File: src/hdl/bds2_pkg.sv
// bds2_pkg: shared types and constants of the 2x2 box downsampler
// no dependencies; imported by every other file of the block
`default_nettype none

package bds2_pkg;

    localparam int MAX_WIDTH_DEF = 4096;
    localparam int MAX_HEIGHT    = 4096;

    localparam int PIX_W  = 8;
    localparam int SUM_W  = 9;
    localparam int CHANS  = 4;
    localparam int CFG_DW = 13;
    localparam int CFG_IW = 2;
    localparam int ROW_W  = 12;

    localparam logic [CFG_DW-1:0] WIDTH_RST  = CFG_DW'(4096);
    localparam logic [CFG_DW-1:0] HEIGHT_RST = CFG_DW'(MAX_HEIGHT);
    localparam logic [2:0]        CHAN_RST   = 3'd4;
    localparam logic [2:0]        CHAN_RGB   = 3'd3;

    typedef enum logic [CFG_IW-1:0] {
        CFG_WIDTH    = 2'd0,
        CFG_HEIGHT   = 2'd1,
        CFG_CHANNELS = 2'd2
    } t_cfg_idx;

    typedef logic [CHANS-1:0][PIX_W-1:0] t_pix;
    typedef logic [CHANS-1:0][SUM_W-1:0] t_sums;

    typedef struct packed {
        logic emit;
        logic last;
        logic three;
    } t_ctl;

endpackage

`default_nettype wire

File: src/hdl/bds2_out_if.sv
// bds2_out_if: output pixel channel, valid/ready with averaged bytes and frame end
// depends on bds2_pkg
`default_nettype none

interface bds2_out_if import bds2_pkg::*; ();
    logic             valid;
    logic             ready;
    logic [PIX_W-1:0] avg0;
    logic [PIX_W-1:0] avg1;
    logic [PIX_W-1:0] avg2;
    logic [PIX_W-1:0] avg3;
    logic             frame_last;

    modport source (output valid, output avg0, output avg1, output avg2, output avg3,
                    output frame_last, input ready);
    modport sink   (input valid, input avg0, input avg1, input avg2, input avg3,
                    input frame_last, output ready);
endinterface

`default_nettype wire

File: src/hdl/bds2_avg.sv
// bds2_avg: vertical add stage and output register of the downsampler
// takes pair sums and line store data; depends on bds2_pkg, bds2_out_if
`default_nettype none

module bds2_avg import bds2_pkg::*; (
    input  wire logic  i_clk,
    input  wire logic  i_rst_n,
    input  wire logic  i_load,
    input  wire t_ctl  i_ctl,
    input  wire t_sums i_pair,
    input  wire t_sums i_above,
    output logic       o_free,
    bds2_out_if.source o_avg
);

    logic  r_s1_valid;
    t_sums r_s1_pair;
    logic  r_s1_last;
    logic  r_s1_three;
    logic  r_out_valid;
    t_pix  r_out_avg;
    logic  r_out_last;
    t_pix  n_out_avg;
    logic  out_free;
    logic  [SUM_W:0] tot;

    assign out_free = !r_out_valid || o_avg.ready;
    assign o_free   = !r_s1_valid || out_free;

    always_comb begin
        n_out_avg = '0;
        tot       = '0;
        for (int k = 0; k < CHANS; k++) begin
            tot          = (SUM_W + 1)'(i_above[k]) + (SUM_W + 1)'(r_s1_pair[k]);
            n_out_avg[k] = tot[SUM_W:2];
        end
        if (r_s1_three) begin
            n_out_avg[3] = '0;
        end
    end

    always_ff @(posedge i_clk) begin
        if (!i_rst_n) begin
            r_s1_valid  <= 1'b0;
            r_out_valid <= 1'b0;
        end else begin
            if (out_free) begin
                r_out_valid <= r_s1_valid;
            end
            if (o_free) begin
                r_s1_valid <= i_load & i_ctl.emit;
            end
        end
    end

    always_ff @(posedge i_clk) begin
        if (o_free && i_load) begin
            r_s1_pair  <= i_pair;
            r_s1_last  <= i_ctl.last;
            r_s1_three <= i_ctl.three;
        end
        if (out_free && r_s1_valid) begin
            r_out_avg  <= n_out_avg;
            r_out_last <= r_s1_last;
        end
    end

    assign o_avg.valid      = r_out_valid;
    assign o_avg.avg0       = r_out_avg[0];
    assign o_avg.avg1       = r_out_avg[1];
    assign o_avg.avg2       = r_out_avg[2];
    assign o_avg.avg3       = r_out_avg[3];
    assign o_avg.frame_last = r_out_last;

endmodule

`default_nettype wire

File: src/flat_wrapper.sv
// flat-port wrapper written by rule: the top's interface ports become plain ports
module bds2_avg_flat import bds2_pkg::*;
  (i_clk, i_rst_n, i_load, i_ctl, i_pair, i_above, o_free, o_avg_valid, o_avg_avg0, o_avg_avg1, o_avg_avg2, o_avg_avg3, o_avg_frame_last, o_avg_ready);
  bds2_out_if o_avg_i ();
  input  wire logic i_clk;
  input  wire logic i_rst_n;
  input  wire logic i_load;
  input  wire t_ctl i_ctl;
  input  wire t_sums i_pair;
  input  wire t_sums i_above;
  output logic o_free;
  output wire logic [$bits(o_avg_i.valid)-1:0] o_avg_valid;
  output wire logic [$bits(o_avg_i.avg0)-1:0] o_avg_avg0;
  output wire logic [$bits(o_avg_i.avg1)-1:0] o_avg_avg1;
  output wire logic [$bits(o_avg_i.avg2)-1:0] o_avg_avg2;
  output wire logic [$bits(o_avg_i.avg3)-1:0] o_avg_avg3;
  output wire logic [$bits(o_avg_i.frame_last)-1:0] o_avg_frame_last;
  input wire logic [$bits(o_avg_i.ready)-1:0] o_avg_ready;
  assign o_avg_valid = o_avg_i.valid;
  assign o_avg_avg0 = o_avg_i.avg0;
  assign o_avg_avg1 = o_avg_i.avg1;
  assign o_avg_avg2 = o_avg_i.avg2;
  assign o_avg_avg3 = o_avg_i.avg3;
  assign o_avg_frame_last = o_avg_i.frame_last;
  assign o_avg_i.ready = o_avg_ready;
  bds2_avg u_core (.i_clk(i_clk), .i_rst_n(i_rst_n), .i_load(i_load), .i_ctl(i_ctl), .i_pair(i_pair), .i_above(i_above), .o_free(o_free), .o_avg(o_avg_i));
endmodule
File: config.mk
export PLATFORM = sky130hd
export DESIGN_NAME = bds2_avg_flat
export DESIGN_NICKNAME = d
export VERILOG_FILES = /design/src/hdl/bds2_pkg.sv /design/src/hdl/bds2_out_if.sv /design/src/hdl/bds2_avg.sv /design/src/flat_wrapper.sv
export SDC_FILE = /design/constraint.sdc
export NUM_CORES = 1
export LEC_CHECK = 0
export ABC_AREA = 1
export BUFFER_PORTS_ARGS = -buffer_cell sky130_fd_sc_hd__buf_2
export CAP_MARGIN = 0
export CELL_PAD_IN_SITES_DETAIL_PLACEMENT = 0
export CELL_PAD_IN_SITES_GLOBAL_PLACEMENT = 2
export CORE_MARGIN = 4
export CORE_UTILIZATION = 34
export CTS_CLUSTER_DIAMETER = 200
export DETAILED_ROUTE_END_ITERATION = 10
export PLACE_DENSITY_LB_ADDON = 0.1
export SLEW_MARGIN = 40
export SYNTH_ARGS = -nofsm -noshare
export SYNTH_HDL_FRONTEND = slang
export SYNTH_SLANG_ARGS = --single-unit
File: constraint.sdc
create_clock -name i_clk -period 6.53 [get_ports i_clk]
set_input_delay 0.3265 -clock i_clk [delete_from_list [all_inputs] [get_ports i_clk]]
set_output_delay 0.3265 -clock i_clk [all_outputs]
set_load 0.05 [all_outputs]
==> metrics.yaml <==
layout:
  fill_cells: 1085
  final_util: 0.435
  syn2layout_area_growth_pct: 25.4
  antenna_cells: 0
  drive_above_1_share: 0.263
  final_nets: 608
power:
  power_frac_comb: 0.191
  leakage_nw: 2.29
  cellPowerDensity_nw_per_um2: 236
  seq_power_share: 0.499
  finalPower_mw: 1.11
  ir_worst_vdd_mv: 0.0933
  switchingPower_uw: 315
  clkPwrFrac: 0.310
  p_sw_frac: 0.284
  p_int_uw: 795
critical_path:
  r2r_start: "u_core.r_s1_pair[23]"
  critPathRequiredTime_ns: 6.63
  reg2reg_to: "u_core.o_avg.avg2[6]"
  start_kind: "flop"
  crit_arrival_ns: 1.69
  reg2reg_depth: 7
  cp_max_fo: 6
  worstSetupPathType: "reg2reg"
  crit_end: "u_core.o_avg.avg2[6]"
  crit_path_end_kind: "flop"
  startpoint: "u_core.r_s1_pair[23]"
  ff2ff_setup_slack_ns: 4.94
grt:
  gr-total-overflow: 0
  grt_pass1_vias: 2902
  antenna_found_initial: 0
  grt_pass1_wl_um: 13500
  gr-usage-all-layers: 0.135
  grt_max_degree: 39
logic_synthesis:
  postSynthAreaPerCell_um2: 10.1
  synthXorXnorAreaFrac: 0.0210
  synth_top_family_by_area: "simple AND/OR/NAND/NOR gates"
  syn_area_um2: 3740
  yosys.cell_types.count: 20
  synth_compound_area_frac: 0.0638
  ys_seq_elements: 73
  synth_edf_count: 71
  ys.warnings.count: 0
  syn_nets: 482
  ys_top_cells_by_count: "nand2_1, edfxtp_1, inv_1, ha_1, nand3_1"
  synth_simple_gate_area_share: 0.177
  synth_flop_cell: "edfxtp_1"
  synth_fa_ha_area_frac: 0.107
  async_reset_ff_frac: 0
  yosys-top-cells-area: "edfxtp_1, nand2_1, ha_1, inv_1, nand3_1"
  yosysSeqAreaShare: 0.580
  synthMuxAreaShare: 0
  synth.most_common_cell: "nand2_1"
  synth_top_area_frac: 0.569
  netlist_instances: 371
  yosys.area.top_type: "edfxtp_1"
sta:
  finalCriticalPeriod_ns: 1.59
  clock_skew_ns: 0.0122
  setup_violations: 0
  finalHoldViolations: 0
  maxSlewViolCount: 0
  rsz0062_at_grt: "no"
  setup_tns_ns: 0
  fin_crit_sh: 0.244
  slew_headroom: 0.645
  fmax_mhz: 628
  worstMarginPinSlew_ns: 0.532
clock_tree:
  h-tree-depth: 3
  clk_pin_slew_worst_paths_ns: 0.09
  numCtsBuffers: 9
  cts_tree: "yes"
  hold_buffers: 0
  postCtsResizedCells: 0
  worstSkewPairLatency_ns: 0.35
  clk_path_buf_depth: 2
  ctsRootBufferMaster: "clkbuf_8"
  cts.sink_count: 73
  cts_setup_buffers: 0
status:
  status: "finished, final reports clean"
floorplanning:
  ios: 114
  fp.dieW_um: 113
  fp-row-count: 38
  core_area_um2: 10800
  dieArea_um2: 12800
  die_h_um: 113
  start_util: 0.347
routing:
  num_vias: 2813
  wl_per_cell_um: 12.8
  ant_nets: 0
  drt-initial-drc-count: 87
  routed_wl_um: 8220
  first_pass_iters: 4
  routed_via_density: 4.38
  drc: 0
worst_hold_path:
  hp-class: "in2reg"
  worstHoldStart: "i_pair[32]"
placed_design:
  place_congestion: 0.746
  dp_hpwl_um: 6280
  io_buffer_count: 113
flow_run:
  drv_cap: 0
through the flow:
step	instance area [um2]	instances	hold WS (ns)	setup WS, ns
3_3_place_gp	4510	626	0.404	4.88
3_5_place_dp	4510	626	0.405	4.87
5_1_grt	4700	642	0.118	4.78
2_1_floorplan	3740	371	0.400	3.88
6_report	4700	642	0.147	4.94
4_1_cts	4700	642	0.124	4.94
cell usage in the layout (no fill, tap or decap), drive strengths merged:
cell type,count
bufinv,1
xor2,9
clkbuf,9
nor3,7
a21o,5
a31oi,3
dfxtp,2
inv,51
clkinv,4
nand4,1
ha,32
o21bai,2
o21ai,8
o21a,2
nand2,112
edfxtp,71
nor2,21
a21oi,21
buf,115
nand3,24
clkinvlp,2
how the worst min path moves through the flow:
stage	endpoint	slack, ns	cells past startpoint
4_1_cts	u_core.r_s1_pair[25]	0.12	1
5_1_grt	u_core.r_s1_pair[33]	0.12	1
3_3_place_gp	u_core.o_avg.frame_last	0.40	0
2_1_floorplan	u_core.o_avg.frame_last	0.40	0
6_report	u_core.r_s1_pair[32]	0.15	1
3_5_place_dp	u_core.o_avg.frame_last	0.41	0
sequential cells by signal (all words and copies together), names as in the netlist:
| name | count |
|---|---|
| u_core.r_s1_last | 1 |
| u_core.o_avg.valid | 1 |
| u_core.r_s1_pair | 36 |
| u_core.o_avg.avg2 | 8 |
| u_core.o_avg.avg1 | 8 |
| u_core.o_avg.avg0 | 8 |
| u_core.r_s1_valid | 1 |
| u_core.o_avg.frame_last | 1 |
| u_core.r_s1_three | 1 |
| u_core.o_avg.avg3 | 8 |
worst max-delay path: stages, from the launching register on:
cell      delay, ns
edfxtp_1       0.37
ha_1           0.35
a21oi_1        0.27
nor3_1         0.07
nor2_1         0.13
nand2_1        0.07
nand2_1        0.05
nand2_1        0.04
layout make-up:
cell class              count  area [um2]  share of cell area
flip-flops and latches     73        2170               0.462
multi-input cells         247        1390               0.296
repair buffers            115         581               0.124
inverters                  51         191              0.0408
well taps                 140         175              0.0373
clock buffers               9         124              0.0264
clock inverters             7        61.3              0.0131
power by group through the flow:
| stage | Sequential [mW] | Clock (mW) | Combinational (mW) |
|---|---|---|---|
| 2_1_floorplan | 0.596 | 0 | 0.118 |
| 3_3_place_gp | 0.564 | 0 | 0.214 |
| 3_5_place_dp | 0.565 | 0 | 0.215 |
| 4_1_cts | 0.554 | 0.355 | 0.216 |
| 5_1_grt | 0.556 | 0.379 | 0.244 |
| 6_report | 0.554 | 0.344 | 0.212 |
cell families after synthesis:
family	Yosys count
and+or+nand+nor	165
DFF	73
buffers and inverters	51
AOI/OAI and AO/OA	41
adders and majority gates	32
xor gates and xnor gates	9
metal layers:
layer	global-route usage	wire length, um	share of wire
met5	0	0	0
met4	0.0577	148	0.018
met3	0.0353	469	0.057
met2	0.224	3830	0.47
met1	0.167	3770	0.46
Power figures use the tool's default switching activity.
