### src/hdl/bds2_pkg.sv
// bds2_pkg: shared types and constants of the 2x2 box downsampler
// no dependencies; imported by every other file of the block
`default_nettype none

package bds2_pkg;

    localparam int MAX_WIDTH_DEF = 4096;
    localparam int MAX_HEIGHT    = 4096;

    localparam int PIX_W  = 8;
    localparam int SUM_W  = 9;
    localparam int CHANS  = 4;
    localparam int CFG_DW = 13;
    localparam int CFG_IW = 2;
    localparam int ROW_W  = 12;

    localparam logic [CFG_DW-1:0] WIDTH_RST  = CFG_DW'(4096);
    localparam logic [CFG_DW-1:0] HEIGHT_RST = CFG_DW'(MAX_HEIGHT);
    localparam logic [2:0]        CHAN_RST   = 3'd4;
    localparam logic [2:0]        CHAN_RGB   = 3'd3;

    typedef enum logic [CFG_IW-1:0] {
        CFG_WIDTH    = 2'd0,
        CFG_HEIGHT   = 2'd1,
        CFG_CHANNELS = 2'd2
    } t_cfg_idx;

    typedef logic [CHANS-1:0][PIX_W-1:0] t_pix;
    typedef logic [CHANS-1:0][SUM_W-1:0] t_sums;

    typedef struct packed {
        logic emit;
        logic last;
        logic three;
    } t_ctl;

endpackage

`default_nettype wire

### src/hdl/bds2_scan.sv
// bds2_scan: config registers, column/row counters, pair hold and pair sums
// drives line store access and stage control; depends on bds2_pkg
`default_nettype none

module bds2_scan import bds2_pkg::*; #(
    parameter int MAX_WIDTH = MAX_WIDTH_DEF,
    parameter int AW        = (MAX_WIDTH / 2 > 1) ? $clog2(MAX_WIDTH / 2) : 1
) (
    input  wire logic              i_clk,
    input  wire logic              i_rst_n,
    input  wire logic              i_cfg_we,
    input  wire logic [CFG_IW-1:0] i_cfg_idx,
    input  wire logic [CFG_DW-1:0] i_cfg_data,
    input  wire logic              i_accept,
    input  wire t_pix              i_chan,
    output logic                   o_wr_en,
    output logic                   o_rd_en,
    output logic [AW-1:0]          o_addr,
    output t_sums                  o_pair,
    output t_ctl                   o_ctl
);

    localparam int LINE_DEPTH = MAX_WIDTH / 2;
    localparam int CW = (MAX_WIDTH > 2) ? $clog2(MAX_WIDTH) : 1;
    localparam int EW = (CW + 1 > CFG_DW) ? CW + 1 : CFG_DW;

    logic [CFG_DW-1:0] r_width;
    logic [CFG_DW-1:0] r_height;
    logic [2:0]        r_chans;
    logic [CW-1:0]     r_col, n_col;
    logic [ROW_W-1:0]  r_row, n_row;
    t_sums             r_hold, n_hold;

    logic [EW-1:0]     w_eff;
    logic [CFG_DW-1:0] h_eff;
    logic [EW-1:0]     col_ext;
    logic [EW-1:0]     col_inc;
    logic [EW-1:0]     addr_ext;
    logic [CFG_DW-1:0] row_inc;
    logic              three;
    logic              odd_col;
    logic              odd_row;
    t_pix              px;

    // config writes
    always_ff @(posedge i_clk) begin
        if (!i_rst_n) begin
            r_width  <= WIDTH_RST;
            r_height <= HEIGHT_RST;
            r_chans  <= CHAN_RST;
        end else if (i_cfg_we) begin
            case (i_cfg_idx)
                CFG_WIDTH:    r_width  <= i_cfg_data;
                CFG_HEIGHT:   r_height <= i_cfg_data;
                CFG_CHANNELS: r_chans  <= i_cfg_data[2:0];
                default: ;
            endcase
        end
    end

    always_comb begin
        if (r_width == '0) begin
            w_eff = EW'(1);
        end else if (EW'(r_width) > EW'(MAX_WIDTH)) begin
            w_eff = EW'(MAX_WIDTH);
        end else begin
            w_eff = EW'(r_width);
        end
        if (r_height == '0) begin
            h_eff = CFG_DW'(1);
        end else if (r_height > CFG_DW'(MAX_HEIGHT)) begin
            h_eff = CFG_DW'(MAX_HEIGHT);
        end else begin
            h_eff = r_height;
        end

        three   = (r_chans == CHAN_RGB);
        px      = i_chan;
        if (three) begin
            px[3] = '0;
        end

        odd_col  = r_col[0];
        odd_row  = r_row[0];
        col_ext  = EW'(r_col);
        col_inc  = col_ext + EW'(1);
        row_inc  = CFG_DW'(r_row) + CFG_DW'(1);
        addr_ext = (col_ext >> 1) & EW'(LINE_DEPTH - 1);
        o_addr   = addr_ext[AW-1:0];

        for (int k = 0; k < CHANS; k++) begin
            o_pair[k] = r_hold[k] + SUM_W'(px[k]);
        end

        o_ctl.emit  = odd_col & odd_row;
        o_ctl.last  = (col_inc == {w_eff[EW-1:1], 1'b0})
                    && (row_inc == {h_eff[CFG_DW-1:1], 1'b0});
        o_ctl.three = three;

        o_wr_en = i_accept & odd_col & ~odd_row;
        o_rd_en = i_accept & odd_col & odd_row;

        n_hold = r_hold;
        if (!odd_col) begin
            for (int k = 0; k < CHANS; k++) begin
                n_hold[k] = SUM_W'(px[k]);
            end
        end

        n_col = r_col;
        n_row = r_row;
        if (col_inc >= w_eff) begin
            n_col = '0;
            n_row = (row_inc >= h_eff) ? '0 : row_inc[ROW_W-1:0];
        end else begin
            n_col = col_inc[CW-1:0];
        end
    end

    always_ff @(posedge i_clk) begin
        if (!i_rst_n) begin
            r_col <= '0;
            r_row <= '0;
        end else if (i_accept) begin
            r_col <= n_col;
            r_row <= n_row;
        end
    end

    always_ff @(posedge i_clk) begin
        if (i_accept) begin
            r_hold <= n_hold;
        end
    end

endmodule

`default_nettype wire

### config.mk
export PLATFORM = sky130hd
export DESIGN_NAME = bds2_scan
export DESIGN_NICKNAME = d
export VERILOG_FILES = /design/src/hdl/bds2_pkg.sv /design/src/hdl/bds2_scan.sv
export SDC_FILE = /design/constraint.sdc
export NUM_CORES = 1
export LEC_CHECK = 0
export BUFFER_PORTS_ARGS = -buffer_cell sky130_fd_sc_hd__buf_2
export CAP_MARGIN = 10
export CORE_MARGIN = 2
export CORE_UTILIZATION = 50
export CTS_CLUSTER_SIZE = 16
export DETAILED_ROUTE_END_ITERATION = 8
export GPL_TIMING_DRIVEN = 0
export PLACE_DENSITY = 0.76
export SLEW_MARGIN = 20
export SYNTH_ARGS = -nofsm -noshare
export SYNTH_HDL_FRONTEND = slang
export SYNTH_SLANG_ARGS = --single-unit
### constraint.sdc
create_clock -name i_clk -period 6.6 [get_ports i_clk]
set_input_delay 0.99 -clock i_clk [delete_from_list [all_inputs] [get_ports i_clk]]
set_output_delay 0.99 -clock i_clk [all_outputs]
set_load 0.01 [all_outputs]
==> results of run 1 <==
## routing by layer
metal | wire length [um] | global-route usage (%) | vias up | share of wire (%)
met1 | 5570 | 27.1 | 2229 | 43
met4 | 140 | 5.77 | 0 | 1.1
met3 | 809 | 4.90 | 10 | 6.3
met2 | 6320 | 39.7 | 126 | 49
li1 | - | - | 2336 | -
met5 | 0 | 0 | - | 0
## power by group through the flow
stage | Combinational [mW] | Clock [mW] | Sequential [mW]
detailed placement | 0.277 | 0 | 0.591
CTS | 0.277 | 0.372 | 0.579
finish | 0.277 | 0.365 | 0.578
floorplan | 0.175 | 0 | 0.587
global route | 0.306 | 0.399 | 0.581
global placement | 0.261 | 0 | 0.590
## cells in the mapped netlist, drive strengths merged, types with 6 or more instances
master | n | area, um2
a211oi | 6 | 45.0
a21boi | 31 | 233
a21o | 12 | 90.1
a21oi | 17 | 85.1
and2 | 9 | 58.8
buf | 16 | 113
clkbuf | 17 | 63.8
dfxtp | 53 | 1060
edfxtp | 32 | 961
ha | 60 | 751
inv | 26 | 97.6
nand2 | 108 | 405
nand2b | 14 | 87.6
nand3 | 19 | 100
nand4 | 8 | 50.1
nor2 | 29 | 114
nor2b | 12 | 75.1
nor3 | 9 | 50.1
o21ai | 19 | 98.8
xnor2 | 28 | 245
xor2 | 13 | 114
## logic make-up (layout without fill, tap and decap cells)
group | after synthesis | count (layout) | share of synthesized area (%)
AOI/OAI and AO/OA | 112 | 112 | 14.7
xor gates and xnor gates | 41 | 41 | 6.51
adders and majority gates | 64 | 64 | 15.1
buffers and inverters | 59 | 178 | 4.97
DFF | 85 | 85 | 36.7
muxes | 5 | 5 | 0.930
and+or+nand+nor | 237 | 237 | 21.2
## cell type report
| type | instances | share of cell area (%) |
|---|---|---|
| Timing Repair Buffer | 103 | 8.27 |
| Multi-Input combinational cell | 459 | 50.3 |
| Clock inverter | 7 | 0.995 |
| Buffer | 33 | 2.75 |
| Sequential cell | 85 | 31.5 |
| Inverter | 26 | 1.52 |
| Clock buffer | 9 | 1.93 |
| Tap cell | 140 | 2.73 |
## worst register-to-register path, stage by stage (launching register included)
cell and delay, ns:
dfxtp_1 0.62, ha_1 0.37, nand2_1 0.08, nor2_1 0.16, and3_1 0.19, xor2_1 0.25, ha_1 0.31, nand4_1 0.18
nor2_1 0.08, a41o_1 0.29, o31ai_4 0.34, buf_4 0.25, nor3b_2 0.06, a31o_1 0.17
## per-stage QoR
| stage | instances | util, % | power, mW | hold WS, ns |
|---|---|---|---|---|
| floorplan | 603 | - | 0.762 | 0.435 |
| global placement | 845 | 57.4 | 0.851 | 0.447 |
| detailed placement | 846 | 57.7 | 0.867 | 0.466 |
| CTS | 862 | 59.4 | 1.23 | 0.488 |
| global route | 862 | 59.4 | 1.29 | 0.514 |
| finish | 862 | 59.4 | 1.22 | 0.483 |
## worst max-delay path by stage
| stage | end | startpoint | cells after the start | slack [ns] |
|---|---|---|---|---|
| floorplan | o_pair[35] | i_chan[24] | 10 | 3.17 |
| global placement | r_hold[5] | i_accept | 3 | 2.39 |
| CTS | o_ctl[1] | r_col[0] | 11 | 2.26 |
| finish | o_ctl[1] | r_col[0] | 11 | 2.23 |
| global route | o_ctl[1] | r_col[0] | 11 | 2.05 |
| detailed placement | o_ctl[1] | r_col[0] | 11 | 2.66 |
## state kept, by name, summed over array words and instances (netlist names)
signal / flops
r_chans: 3
r_col: 12
r_height: 13
r_hold: 32
r_row: 12
r_width: 13
==> flow_summary.yaml, run 1 <==
timing:
  skew_ns: 0.0170
  clock.fmax_mhz: 229
  setup_ws_ns: 2.23
  drv_slew: 0
  setup_viol: 0
  finalCritPeriodShare_pct: 66.2
  worstMarginPinSlew_ns: 0.523
  hold_violations: 0
  period_minus_slack_ns: 4.37
  maxSlewHeadroom_pct: 65.2
  setup-tns-final_ns: 0
  rsz0062_at_grt: "false"
drt:
  drtIter0Drc: 311
  dr.pass1.iters: 4
  wl_per_cell_um: 14.9
  vias: 4701
  drc: 0
  antenna_left: 0
  viasPerCell: 5.45
  drt_wl_total_mm: 12.8
synthesis:
  postSynth.asyncResetShare_pct: 0
  synth_area_um2: 5510
  synth.distinct_cells: 58
  yosysSeqAreaShare_pct: 36.7
  synth-main-ff-cell: "dfxtp_1"
  yosys_warnings: 0
  synth_seq_cells: 85
  synthesis.instances: 603
  syn-num-nets: 718
  postSynthAreaPerCell_um2: 9.14
  synth-edff-count: 32
min_path:
  worst_hold_path_type: "reg2reg"
  hp-start: "r_width[0]"
  min_to: "r_width[0]"
  min_path_cells: 2
clocking:
  clock_sinks: 85
  ctsHoldBuffers: 0
  clk_latency_ns: 0.36
  cts-resized-gates: 0
  cts_tree: "yes"
  root_buffer: "clkbuf_8"
  cts.clk_slew.worst_paths_ns: 0.09
  cts.path.max_buffers: 2
  htree_levels: 3
  numCtsBuffers: 9
  cts_setup_buffers: 0
finish:
  multi_input_area_um2: 3230
  area_growth_pct: 16.3
  final_common_cell: "nand2_1"
  antenna_cells: 0
  final_cell_area_um2: 6410
  final-seq-area_um2: 2020
  layout-drive-gt1-share_pct: 20.5
  n_fill_cell: 943
  final_nets: 832
  final_cell_mix: "108 x nand2_1, 105 x buf_2, 60 x ha_1, 53 x dfxtp_1, 32 x edfxtp_1"
floorplanning:
  fp.dieH_um: 109
  io_pins: 103
  core_area_um2: 10800
  num_rows: 38
  fp.dieW_um: 109
  initial_core_util_pct: 51.1
  dieArea_um2: 11900
global_route:
  grt_pass1_wl_mm: 21.0
  grt_use_total_pct: 22.3
  antenna_found_initial: 0
  grt_max_degree: 28
  grt_pass1_vias: 4573
  grt_overflow: 0
critical_path:
  r2r_setup_slack_ns: 3.15
  reg2reg_from: "r_col[0]"
  crit_required_ns: 5.61
  cp-end-kind: "output pin"
  max_stage_delay_ns: 0.62
  cp_slowest_cell: "dfxtp_1"
  reg2reg_depth: 13
  crit_fanout: 8
  crit_chain: "ha_1 -> nand2_1 -> nor2_1 -> and3_1 -> xor2_1 -> ha_1 -> nand4_1 -> nor2_1 -> nand3_1 -> nor4_1 -> buf_2"
  worst_r2r_endpoint: "r_row[9]"
  cp.arrival_ns: 3.38
  criticalPathCategory: "reg2out"
  worstSetupStartpointType: "flip-flop"
  crit_family: "simple AND/OR/NAND/NOR gates"
  path_buf_inv: 1
run:
  drv_cap: 0
place:
  port_buffers: 102
  place_area_um2: 6230
  gp_congestion: 0.895
  dp_slack_ns: 2.66
  dp_hpwl_mm: 10.2
pwr:
  clockPowerShare_pct: 29.9
  combPwrFrac_pct: 22.7
  p_int_uw: 862
  p_sw_share_pct: 29.4
  power_density_nw_per_um2: 190
  p_leak_nw: 2.88
  peakVddDrop_mv: 0.0841
  p_sw_uw: 358
  p_seq_share_pct: 47.4
run_status:
  status: "complete, no violations"
(Power assumes the default switching activity.)
==> run 2, diff against run 1 <==
Settings changed: PLACE_DENSITY 0.76 to 0.79.
Clock period 6.6 ns to 3.8 ns, I/O delays scaled along.
==> run 2 against run 1 <==
Against the previous run: sequential share of layout area is 0.14 points lower; flip-flop and latch count stayed put; count of clock-buffer cells in the layout is 3 higher; setup slack worse by 2.0 ns; critical path depth is 1 lower; cell count is 0.12% lower; clock skew is 0.0038 ns lower; core utilization is 0.38 points higher; wire length is 0.51% higher; global-route usage is 0.19 points lower; register-to-register slack worse by 2.6 ns; largest power group unchanged.
==> flow_summary.yaml, run 2 (synthesis gave the netlist of run 1 again) <==
clocking:
  numCtsBuffers: 9
  cts.path.max_buffers: 2
  cts_tree: "yes"
  clk_latency_ns: 0.36
  clock_sinks: 85
  htree_levels: 3
  root_buffer: "clkbuf_8"
  ctsHoldBuffers: 0
  cts.clk_slew.worst_paths_ns: 0.09
  cts-resized-gates: 0
  cts_setup_buffers: 0
global_route:
  grt_use_total_pct: 22.1
  grt_overflow: 0
  antenna_found_initial: 0
  grt_pass1_wl_mm: 20.8
  grt_pass1_vias: 4748
  grt_max_degree: 24
critical_path:
  max_stage_delay_ns: 0.35
  criticalPathCategory: "reg2out"
  r2r_setup_slack_ns: 0.52
  worstSetupStartpointType: "flip-flop"
  cp_slowest_cell: "dfxtp_1"
  worst_r2r_endpoint: "r_row[0]"
  crit_fanout: 8
  cp-end-kind: "output pin"
  crit_required_ns: 3.23
  crit_chain: "clkbuf_1 -> nand3_2 -> nor3_1 -> xor2_1 -> ha_1 -> nand4_1 -> nor2_1 -> nand3_1 -> nor4_2 -> buf_2"
  reg2reg_from: "r_row[0]"
  cp.arrival_ns: 2.99
  reg2reg_depth: 14
finish:
  area_growth_pct: 17.1
  layout-drive-gt1-share_pct: 20.7
  regMostFlops: "r_hold"
  final_nets: 831
  largest_reg_flops: 32
  largestRegisters: "r_hold: 32 flops, r_height: 13 flops, r_width: 13 flops"
  antenna_cells: 0
  fin_util_pct: 59.8
  final_cell_mix: "108 x nand2_1, 105 x buf_2, 59 x ha_1, 52 x dfxtp_1, 32 x edfxtp_1"
  final_cell_area_um2: 6460
  final_common_cell: "nand2_1"
drt:
  vias: 4679
  drc: 0
  dr.pass1.iters: 4
  drt_wl_total_mm: 12.9
  drtIter0Drc: 223
  antenna_left: 0
  viasPerCell: 5.43
  wl_per_cell_um: 15.0
floorplanning:
  io_pins: 103
  dieArea_um2: 11900
  fp.dieH_um: 109
  fp.dieW_um: 109
  core_area_um2: 10800
  num_rows: 38
  initial_core_util_pct: 51.1
min_path:
  hp-start: "i_chan[5]"
  min_to: "r_hold[5]"
  worst_hold_path_type: "in2reg"
  min_path_cells: 1
timing:
  maxSlewHeadroom_pct: 63.8
  clock.fmax_mhz: 281
  worstMarginPinSlew_ns: 0.542
  rsz0062_at_grt: "false"
  hold_ws_ns: 0.401
  hold_violations: 0
  skew_ns: 0.0132
  setup-tns-final_ns: 0
  finalCritPeriodShare_pct: 93.8
  drv_slew: 0
  setup_viol: 0
  setup_ws_ns: 0.236
  period_minus_slack_ns: 3.56
place:
  place_area_um2: 6230
  port_buffers: 102
  dp_slack_ns: 0.424
  gp_congestion: 0.853
  dp_hpwl_mm: 10.3
pwr:
  p_leak_nw: 2.88
  peakVddDrop_mv: 0.200
  power_density_nw_per_um2: 338
run:
  drv_cap: 0
run_status:
  status: "complete, no violations"
run 2: changes by cell type in the layout (fill, tap and decap cells not counted), sizes merged:
cell	change
bufinv	+1
clkinv	-4
inv	-1
clkbuf	+2
clkinvlp	+1
run 2: layer usage:
layer,vias up,part of all wire [%],GRT usage (%)
met5,-,0,0
met4,0,1.1,6.68
met3,15,6.9,5.38
met2,144,49,40.1
met1,2182,43,25.5
li1,2338,-,-
run 2: area by class of cell:
cell class | count | area (um2)
Buffer | 32 | 173
Clock buffer | 12 | 135
Clock inverter | 4 | 72.6
Fill cell | 938 | 4340
Inverter | 26 | 97.6
Multi-Input combinational cell | 459 | 3240
Sequential cell | 85 | 2030
Tap cell | 140 | 175
Timing Repair Buffer | 103 | 538
run 2: per-stage QoR:
step | total power, mW | instances
6_report | 2.18 | 861
5_1_grt | 2.29 | 861
4_1_cts | 2.20 | 862
3_5_place_dp | 1.51 | 846
3_3_place_gp | 1.48 | 845
2_1_floorplan | 1.32 | 603
run 2: power by group:
part / leakage [nW] / switching [mW] / internal (mW) / total [mW]
logic: 2.04 / 0.265 / 0.215 / 0.480
clock network: 0.101 / 0.327 / 0.371 / 0.698
registers: 0.737 / 0.0214 / 0.984 / 1.01
run 2: how the worst max path moves through the flow:
stage,startpoint,endpoint,cells past startpoint
after floorplan,r_col[0],o_ctl[1],10
after global placement,i_accept,r_hold[34],3
after detailed placement,r_col[0],o_ctl[1],11
after CTS,r_col[0],o_ctl[1],11
after global routing,r_chans[2],o_pair[33],12
final,r_col[2],o_ctl[1],10
run 2: critical path, delay by kind of cell, from the launching register on:
family | cells | cell delay, ns
and+or+nand+nor | 6 | 1.31
buffers and inverters | 2 | 0.51
DFF | 1 | 0.35
adders and majority gates | 1 | 0.32
xor gates and xnor gates | 1 | 0.15
